`src/rtl/ksae_pkg.sv`:
```
// Package: shared types, constants and helpers for the speed/accel estimator.
package ksae_pkg;

    localparam int FRAC_BITS_DEF = 16;
    localparam int DT_BITS       = 16;
    localparam int POS_W         = 48;
    localparam int DIV_BITS      = 64;

    typedef enum logic [4:0] {
        ST_IDLE,
        ST_REINIT,
        ST_P_SPD,
        ST_P_T,
        ST_P_VS1,
        ST_P_VS2,
        ST_S_DEN,
        ST_S_DIV0,
        ST_S_WAIT0,
        ST_S_DIV1,
        ST_S_WAIT1,
        ST_S_Y,
        ST_S_UPD1,
        ST_S_UPD2,
        ST_S_UPD3,
        ST_A_DEN,
        ST_A_DIV0,
        ST_A_WAIT0,
        ST_A_DIV1,
        ST_A_WAIT1,
        ST_A_Y,
        ST_A_UPD1,
        ST_A_UPD2,
        ST_A_UPD3,
        ST_POS,
        ST_OUT
    } ksae_state_t;

    typedef enum logic [4:0] {
        OP_NONE,
        OP_REINIT,
        OP_P_SPD,
        OP_P_T,
        OP_P_VS1,
        OP_P_VS2,
        OP_S_DEN,
        OP_S_DIV0,
        OP_S_DIV1,
        OP_S_Y,
        OP_S_UPD1,
        OP_S_UPD2,
        OP_S_UPD3,
        OP_A_DEN,
        OP_A_DIV0,
        OP_A_DIV1,
        OP_A_Y,
        OP_A_UPD1,
        OP_A_UPD2,
        OP_A_UPD3,
        OP_POS
    } ksae_op_t;

    typedef struct packed {
        ksae_op_t op;
    } ksae_cmd_t;

    typedef struct packed {
        logic div_busy;
        logic den_pos;
    } ksae_sts_t;

    localparam logic OPC_UPDATE = 1'b0;
    localparam logic OPC_REINIT = 1'b1;

    localparam logic [1:0] REG_PNOISE = 2'd0;
    localparam logic [1:0] REG_SNOISE = 2'd1;
    localparam logic [1:0] REG_ANOISE = 2'd2;

    function automatic logic signed [31:0] sat32(input logic signed [65:0] v);
        logic signed [65:0] hi;
        logic signed [65:0] lo;
        hi = 66'sd2147483647;
        lo = -66'sd2147483648;
        if (v > hi)
            sat32 = 32'sh7FFFFFFF;
        else if (v < lo)
            sat32 = 32'sh80000000;
        else
            sat32 = v[31:0];
    endfunction

    function automatic logic signed [47:0] sat48(input logic signed [65:0] v);
        logic signed [65:0] hi;
        logic signed [65:0] lo;
        hi = 66'sd140737488355327;
        lo = -66'sd140737488355328;
        if (v > hi)
            sat48 = 48'sh7FFFFFFFFFFF;
        else if (v < lo)
            sat48 = 48'sh800000000000;
        else
            sat48 = v[47:0];
    endfunction

endpackage

```
`src/rtl/ksae_controller.sv`:
```
// Controller: sequences prediction, two corrections and position update per update item, or a reinitialize.
module ksae_controller
    import ksae_pkg::*;
(
    input  logic      clk,
    input  logic      rst_n,
    input  logic      in_fire,
    input  logic      in_opcode,
    input  logic      out_fire,
    input  ksae_sts_t sts,
    output ksae_cmd_t cmd,
    output logic      in_ready,
    output logic      out_valid
);

    ksae_state_t state_reg, state_next;

    always_ff @(posedge clk or negedge rst_n)
    begin
        if (!rst_n)
            state_reg <= ST_IDLE;
        else
            state_reg <= state_next;
    end

    always_comb
    begin
        state_next = state_reg;
        cmd.op     = OP_NONE;
        in_ready   = 1'b0;
        out_valid  = 1'b0;
        unique case (state_reg)
            ST_IDLE:
            begin
                in_ready = 1'b1;
                if (in_fire)
                    state_next = (in_opcode == OPC_REINIT) ? ST_REINIT : ST_P_SPD;
            end
            ST_REINIT:  begin cmd.op = OP_REINIT; state_next = ST_OUT; end
            ST_P_SPD:   begin cmd.op = OP_P_SPD;  state_next = ST_P_T; end
            ST_P_T:     begin cmd.op = OP_P_T;    state_next = ST_P_VS1; end
            ST_P_VS1:   begin cmd.op = OP_P_VS1;  state_next = ST_P_VS2; end
            ST_P_VS2:   begin cmd.op = OP_P_VS2;  state_next = ST_S_DEN; end
            ST_S_DEN:   begin cmd.op = OP_S_DEN;  state_next = ST_S_DIV0; end
            ST_S_DIV0:
            begin
                if (sts.den_pos)
                begin
                    cmd.op     = OP_S_DIV0;
                    state_next = ST_S_WAIT0;
                end
                else
                    state_next = ST_A_DEN;
            end
            ST_S_WAIT0: if (!sts.div_busy) state_next = ST_S_DIV1;
            ST_S_DIV1:  begin cmd.op = OP_S_DIV1; state_next = ST_S_WAIT1; end
            ST_S_WAIT1: if (!sts.div_busy) state_next = ST_S_Y;
            ST_S_Y:     begin cmd.op = OP_S_Y;    state_next = ST_S_UPD1; end
            ST_S_UPD1:  begin cmd.op = OP_S_UPD1; state_next = ST_S_UPD2; end
            ST_S_UPD2:  begin cmd.op = OP_S_UPD2; state_next = ST_S_UPD3; end
            ST_S_UPD3:  begin cmd.op = OP_S_UPD3; state_next = ST_A_DEN; end
            ST_A_DEN:   begin cmd.op = OP_A_DEN;  state_next = ST_A_DIV0; end
            ST_A_DIV0:
            begin
                if (sts.den_pos)
                begin
                    cmd.op     = OP_A_DIV0;
                    state_next = ST_A_WAIT0;
                end
                else
                    state_next = ST_POS;
            end
            ST_A_WAIT0: if (!sts.div_busy) state_next = ST_A_DIV1;
            ST_A_DIV1:  begin cmd.op = OP_A_DIV1; state_next = ST_A_WAIT1; end
            ST_A_WAIT1: if (!sts.div_busy) state_next = ST_A_Y;
            ST_A_Y:     begin cmd.op = OP_A_Y;    state_next = ST_A_UPD1; end
            ST_A_UPD1:  begin cmd.op = OP_A_UPD1; state_next = ST_A_UPD2; end
            ST_A_UPD2:  begin cmd.op = OP_A_UPD2; state_next = ST_A_UPD3; end
            ST_A_UPD3:  begin cmd.op = OP_A_UPD3; state_next = ST_POS; end
            ST_POS:     begin cmd.op = OP_POS;    state_next = ST_OUT; end
            ST_OUT:
            begin
                out_valid = 1'b1;
                if (out_fire)
                    state_next = ST_IDLE;
            end
            default:    state_next = ST_IDLE;
        endcase
    end

endmodule

```
`config.mk`:
```
export PLATFORM = sky130hd
export DESIGN_NAME = ksae_controller
export DESIGN_NICKNAME = d
export VERILOG_FILES = /design/src/rtl/ksae_pkg.sv /design/src/rtl/ksae_controller.sv
export SDC_FILE = /design/constraint.sdc
export NUM_CORES = 1
export LEC_CHECK = 0
export ABC_AREA = 1
export BUFFER_PORTS_ARGS = -buffer_cell sky130_fd_sc_hd__buf_2
export CORE_MARGIN = 1.5
export CORE_UTILIZATION = 57
export CTS_BUF_LIST = sky130_fd_sc_hd__clkbuf_4
export DETAILED_ROUTE_END_ITERATION = 6
export PLACE_DENSITY = 0.81
export SYNTH_ARGS = -nofsm -noshare
export SYNTH_HDL_FRONTEND = slang
export SYNTH_SLANG_ARGS = --single-unit
```
`constraint.sdc`:
```
create_clock -name clk -period 1.5 [get_ports clk]
set_input_delay 0.15 -clock clk [delete_from_list [all_inputs] [get_ports clk]]
set_output_delay 0.15 -clock clk [all_outputs]
set_load 0.01 [all_outputs]
```
==> results_dict.tcl, run 1 <==
set metrics [dict create \
    synth_cell_types 20 \
    synth_area_um2 802 \
    hpwl_mm 2.01 \
    worstEndpointGrtRepair "cmd[2]" \
    synthTopCellsByArea "nand2_1 20%, nor2_1 17%, dfrtp_1 16%, nand3_1 8.7%, inv_1 6.1%" \
    die_w_um 40.5 \
    synthCells 155 \
    ys_ff_latch 5 \
    dieHeight_um 40.5 \
    syn-num-nets 162 \
    synth_area_per_cell_um2 5.17 \
    start_util_pct 61.6 \
    haltStage "global routing (5_1_grt)" \
    cts-root-buf "clkbuf_4" \
    yosysSeqAreaShare_pct 15.6 \
    grt_start_max_net_pins 8 \
    routabilityCongestion 0.913 \
    clk_path_buf_depth 2 \
    yosysTopAreaCellShare_pct 19.7 \
    post-place-ws_ns -0.0417 \
    htreeDepth 1 \
    outcome "aborted with a tool error" \
    worstEpCategory "output port" \
    yosysTopAreaCell "nand2_1" \
    synthArstFlopShare_pct 100 \
    ys_top_cells_by_count "42 x nand2_1, 37 x nor2_1, 14 x nand3_1, 13 x inv_1, 8 x inv_2" \
    cts_inserted_buffers 3 \
    clock-sinks 5 \
    stop_error "[ERROR DPL-0038] Utilization greater than 100%, impossible to legalize" \
    ys.flop_type "dfrtp_1" \
    rows 13 \
    yosys_warnings 0 \
    io_buffers 13 \
    yosysMostFrequentCell "nand2_1" \
    synth_edf_count 0 \
    io_pins 14 \
]
cells by family after synthesis:
group / share of synthesized area [%]
AOI/OAI and AO/OA: 9.67
buffers and inverters: 11.1
DFF: 15.6
and+or+nand+nor: 63.6
what timing repair did:
item / in CTS
endpoints found under the setup margin: 8
pin swaps: 10
buffers inserted: 9
resized for setup: 43
hold buffers: 1
cloned: 0
endpoints found under the hold margin: 5
through the flow:
step,instances,hold slack (ns),area (µm²)
after floorplan,155,-0.146,802
after CTS,209,0.200,1230
after global placement,195,-0.0380,981
after detailed placement,195,-0.0302,981
==> inputs of run 2 (changes only) <==
Settings changed: CORE_AREA set to 2 2 63 65, CORE_MARGIN 1.5 to unset, CORE_UTILIZATION 57 to unset, CTS_BUF_LIST sky130_fd_sc_hd__clkbuf_4 to unset, DIE_AREA set to 0 0 65 67, PLACE_DENSITY 0.81 to unset, PLACE_DENSITY_LB_ADDON set to 0.15.
==> results_dict.tcl, run 2 <==
set metrics [dict create \
    clk_path_buf_depth 2 \
    power.share.clock_pct 8.1 \
    crit_path_end_kind "output port" \
    yosysMostFrequentCell "nand2_1" \
    yosys_warnings 0 \
    synthArstFlopShare_pct 100 \
    placed_cells 230 \
    wl_per_cell_um 12.2 \
    rows 22 \
    syn-num-nets 162 \
    finalHoldViolations 0 \
    synthCells 155 \
    drive_gt1_share_pct 49.0 \
    p_int_mw 1.45 \
    path_clk_slew_ns 0.04 \
    p_sw_mw 1.62 \
    ys_top_cells_by_count "42 x nand2_1, 37 x nor2_1, 14 x nand3_1, 13 x inv_1, 8 x inv_2" \
    io_buffers 13 \
    register_area_um2 130 \
    drc 0 \
    holdWs_ns 0.237 \
    clk_latency_ns 0.22 \
    cts-root-buf "clkbuf_8" \
    power_density_nw_per_um2 2210 \
    fmax_mhz 600 \
    fin_ws_ns -0.166 \
    grt_pass1_wl_mm 5.06 \
    antenna_left 0 \
    yosysTopAreaCellShare_pct 19.7 \
    max_slew_margin_pct 84.4 \
    hpwl_mm 2.22 \
    final_cell_mix "35 x nand2_1, 29 x nor2_1, 21 x buf_4" \
    swShare_pct 52.7 \
    gr-total-overflow 0 \
    synth_cell_types 20 \
    cp_max_fo 5 \
    cap_violations 0 \
    synth_area_per_cell_um2 5.17 \
    cts_tree "done" \
    vias 1159 \
    cp_slowest_stage_delay_ns 0.45 \
    final_nets 208 \
    synthTopCellsByArea "nand2_1 20%, nor2_1 17%, dfrtp_1 16%, nand3_1 8.7%, inv_1 6.1%" \
    viasPerCell 4.67 \
    mostFrequentLayoutCell "nand2_1" \
    post-place-ws_ns -0.0450 \
    dieHeight_um 67 \
    io_pins 14 \
    ys.flop_type "dfrtp_1" \
    die-area_um2 4360 \
    largest_reg_flops 5 \
    antenna_cells 0 \
    fill_cells 391 \
    yosysTopAreaCell "nand2_1" \
    multi_input_area_um2 742 \
    htreeDepth 1 \
    outcome "finished, violations left" \
    die_w_um 65 \
    core-area_um2 3610 \
    start_util_pct 22.2 \
    synth_area_um2 802 \
    crit_chain "nor2_4 -> nand2_1 -> a21oi_1 -> nor2_2 -> nand3_2 -> buf_2" \
    cts_inserted_buffers 3 \
    period_minus_slack_ns 1.67 \
    routabilityCongestion 0.889 \
    area_growth_pct 73.3 \
    synth_edf_count 0 \
    grt_start_max_net_pins 8 \
    setup_violations 10 \
    stdcell_count 248 \
    grt_pass1_vias 1173 \
    max-vdd-ir-drop_mv 0.812 \
    post-route-util_pct 38.5 \
    drtPass1Iterations 4 \
    ys_ff_latch 5 \
    crit_arrival_ns 1.52 \
    grt_use_total_pct 15.2 \
    start_kind "flip-flop" \
    p_comb_share_pct 80.8 \
    slowest_stage "dfrtp_2" \
    drv_slew 0 \
    worst_ep_required_time_ns 1.35 \
    yosysSeqAreaShare_pct 15.6 \
    power.leakage_nw 0.744 \
    hp-class "input pin to flip-flop" \
    rsz0062_at_grt "yes" \
    first_iter_violations 38 \
    violations "setup timing" \
    period_share_pct 111 \
    antenna_found_initial 0 \
    routed_wl_mm 3.03 \
    seq_power_share_pct 11.1 \
    fin_skew_ns 0.00196 \
    clock-sinks 5 \
    worstMarginPinSlew_ns 0.234 \
    crit_type "flip-flop to output port" \
]
[run 2: final timing paths]
path / start / endpoint / slack [ns] / depth (start not counted)
setup / recovery: state_reg[1] / cmd[3] / -0.17 / 6
hold / removal: sts[1] / state_reg[4] / 0.24 / 4
setup reg to reg: state_reg[2] / state_reg[0] / -0.10 / 10
hold reg to reg: state_reg[1] / state_reg[1] / 0.59 / 2
max in group asynchronous: rst_n / state_reg[1] / 1.08 / 2
min in group asynchronous: rst_n / state_reg[4] / 0.27 / 2
[run 2: what timing repair did]
item,CTS,global route
pin swaps,14,12
resized for setup,40,19
setup endpoints to repair,5,12
buffers inserted,12,2
hold buffers,1,0
endpoints found under the hold margin,5,0
[run 2: power groups by stage]
stage | combinational, mW | clock (mW) | sequential (mW)
2_1_floorplan | 1.13 | 0 | 0.293
3_3_place_gp | 1.86 | 0 | 0.307
3_5_place_dp | 1.82 | 0 | 0.309
4_1_cts | 2.25 | 0.257 | 0.340
5_1_grt | 2.74 | 0.273 | 0.353
6_report | 2.49 | 0.251 | 0.341
[run 2: worst max-delay path, delay by kind of cell (launching register included)]
family / cells / cell delay, ns
AOI/OAI and AO/OA: 1 / 0.24
DFF: 1 / 0.45
buffers and inverters: 1 / 0.12
and+or+nand+nor: 4 / 0.48
[run 2: final cells by class]
type	instances	share of cell area, %
Multi-Input combinational cell	127	53.4
Sequential cell	5	9.36
Tap cell	48	4.32
Inverter	21	6.03
Clock buffer	4	3.24
Timing Repair Buffer	43	23.7
[run 2: through the flow]
stage                     area, µm²  total power, mW  TNS (ns)
after floorplan                 802             1.42         0
after global placement         1040             2.17   -0.0559
after detailed placement       1040             2.13   -0.0812
after CTS                      1310             2.85    -0.671
after global routing           1390             3.36     -1.87
final                          1390             3.08    -0.854
[run 2: routing by layer]
metal,vias to the layer above,track usage [%],share of wire (%)
met3,8,1.01,4.1
met4,0,7.98,1.8
met2,35,29.3,52
met5,-,0,0
met1,540,16.5,42
li1,576,-,-
[run 2: logic make-up after synthesis]
logic type      after synthesis  share of synthesized area, %
flops                         5                          15.6
compound gates               14                          9.67
simple gates                113                          63.6
buf+inv                      23                          11.1
Power figures use the tool's default switching activity.
==> inputs of run 3 (changes only) <==
Settings changed: CORE_AREA 2 2 63 65 to 8 8 69 71, DIE_AREA 0 0 65 67 to 0 0 77 79.
==> results_dict.tcl, run 3 (synthesized netlist as in run 2, its figures left out) <==
set metrics [dict create \
    hpwl_mm 2.34 \
    power_density_nw_per_um2 2200 \
    gr-total-overflow 0 \
    hp-class "input pin to flip-flop" \
    crit_arrival_ns 1.51 \
    routabilityCongestion 0.862 \
    max_slew_margin_pct 84.1 \
    start_kind "flip-flop" \
    finalHoldViolations 0 \
    slowest_stage "dfrtp_2" \
    grt_pass1_vias 1229 \
    drv_slew 0 \
    grt_start_max_net_pins 8 \
    outcome "finished, violations left" \
    cts-root-buf "clkbuf_8" \
    drtPass1Iterations 5 \
    final_nets 211 \
    cp_max_fo 5 \
    fin_ws_ns -0.157 \
    crit_type "flip-flop to output port" \
    post-route-util_pct 39.5 \
    period_share_pct 110 \
    grt_pass1_wl_mm 5.43 \
    cts_inserted_buffers 3 \
    viasPerCell 4.56 \
    vias 1153 \
    clock-sinks 5 \
    final_area_um2 1500 \
    die_w_um 77 \
    violations "setup timing" \
    crit_path_end_kind "output port" \
    htreeDepth 1 \
    clk_path_buf_depth 2 \
    core-area_um2 3800 \
    io_pins 14 \
    routed_wl_mm 3.18 \
    drive_gt1_share_pct 57.1 \
    setup_violations 10 \
    fmax_mhz 604 \
    worst_ep_required_time_ns 1.35 \
    first_iter_violations 55 \
    cp_slowest_stage_delay_ns 0.43 \
    mostFrequentLayoutCell "nand2_1" \
    crit_top_cell "nor2_4" \
    worstMarginPinSlew_ns 0.238 \
    cts_tree "done" \
    io_buffers 13 \
    antenna_cells 0 \
    holdWs_ns 0.256 \
    cap_violations 0 \
    path_clk_slew_ns 0.03 \
    grt_use_total_pct 10.6 \
    final_cell_mix "31 x nand2_1, 27 x nor2_1, 27 x buf_4" \
    rows 23 \
    crit_chain "buf_6 -> nor2_4 -> inv_2 -> nor2_4 -> nor2_2 -> and2_4 -> nand4_1 -> buf_2" \
    drc 0 \
    antenna_found_initial 0 \
    fin_skew_ns 0.00103 \
    largest_reg_flops 5 \
    dieHeight_um 79 \
    wl_per_cell_um 12.6 \
    max-vdd-ir-drop_mv 0.767 \
    power.leakage_nw 0.776 \
    area_growth_pct 87.1 \
    rsz0062_at_grt "yes" \
    placed_cell_area_um2 1050 \
    period_minus_slack_ns 1.66 \
    start_util_pct 21.1 \
    antenna_left 0 \
    die-area_um2 6080 \
    clk_latency_ns 0.22 \
]
## run 3: cell types whose count changed in the layout (fill, tap and decap cells not counted), sizes merged
cell,change
buf,+3
## run 3: metrics by stage
stage / instances / TNS [ns] / total power [mW] / worst slack [ns]
2_1_floorplan: 155 / 0 / 1.42 / 0.102
3_3_place_gp: 234 / -0.190 / 2.18 / -0.0502
3_5_place_dp: 234 / -0.141 / 2.14 / -0.0668
4_1_cts: 249 / -0.730 / 2.90 / -0.158
5_1_grt: 253 / -1.68 / 3.58 / -0.227
6_report: 253 / -0.798 / 3.30 / -0.157
## run 3: area by class of cell
cell class / instances / area, µm²
Tap cell: 50 / 62.6
Clock buffer: 4 / 45.0
Fill cell: 393 / 2300
Inverter: 21 / 96.3
Sequential cell: 5 / 131
Timing Repair Buffer: 46 / 347
Multi-Input combinational cell: 127 / 818
## run 3: path summary, 6_finish.rpt
kind | depth (start not counted) | slack, ns | to | startpoint
setup / recovery | 8 | -0.16 | cmd[2] | state_reg[4]
hold / removal | 4 | 0.26 | state_reg[1] | sts[1]
setup reg to reg | 8 | -0.05 | state_reg[4] | state_reg[2]
hold reg to reg | 2 | 0.62 | state_reg[1] | state_reg[1]
max in group asynchronous | 2 | 1.08 | state_reg[1] | rst_n
min in group asynchronous | 2 | 0.28 | state_reg[3] | rst_n
## run 3: where the power goes
part	leakage [nW]	switching (mW)	total [mW]	internal (mW)
logic	0.697	1.53	2.68	1.15
registers	0.0568	0.151	0.368	0.218
clock network	0.0228	0.0618	0.244	0.182
## run 3: per-layer routing
metal  vias up  global-route usage (%)  routed length [µm]  share of wire, %
li1        586                       -                   -                 -
met1       522                    11.3                1270                40
met2        34                    19.7                1680                53
met3        11                    1.81                 101               3.2
met4         0                    5.47                 125               3.9
met5         -                       0                   0                 0
## run 3: worst max-delay path: cells and delay by family, from the launching register on
kind	cells	cell delay (ns)
AND/OR/NAND/NOR	5	0.51
flip-flops	1	0.43
buffers and inverters	3	0.34
## run 3: repair_timing
action / CTS / global route
buffers inserted: 10 / 4
pin swaps: 13 / 14
hold buffers: 1 / 0
hold endpoints to repair: 5 / 0
setup endpoints to repair: 7 / 12
resized for setup: 47 / 37
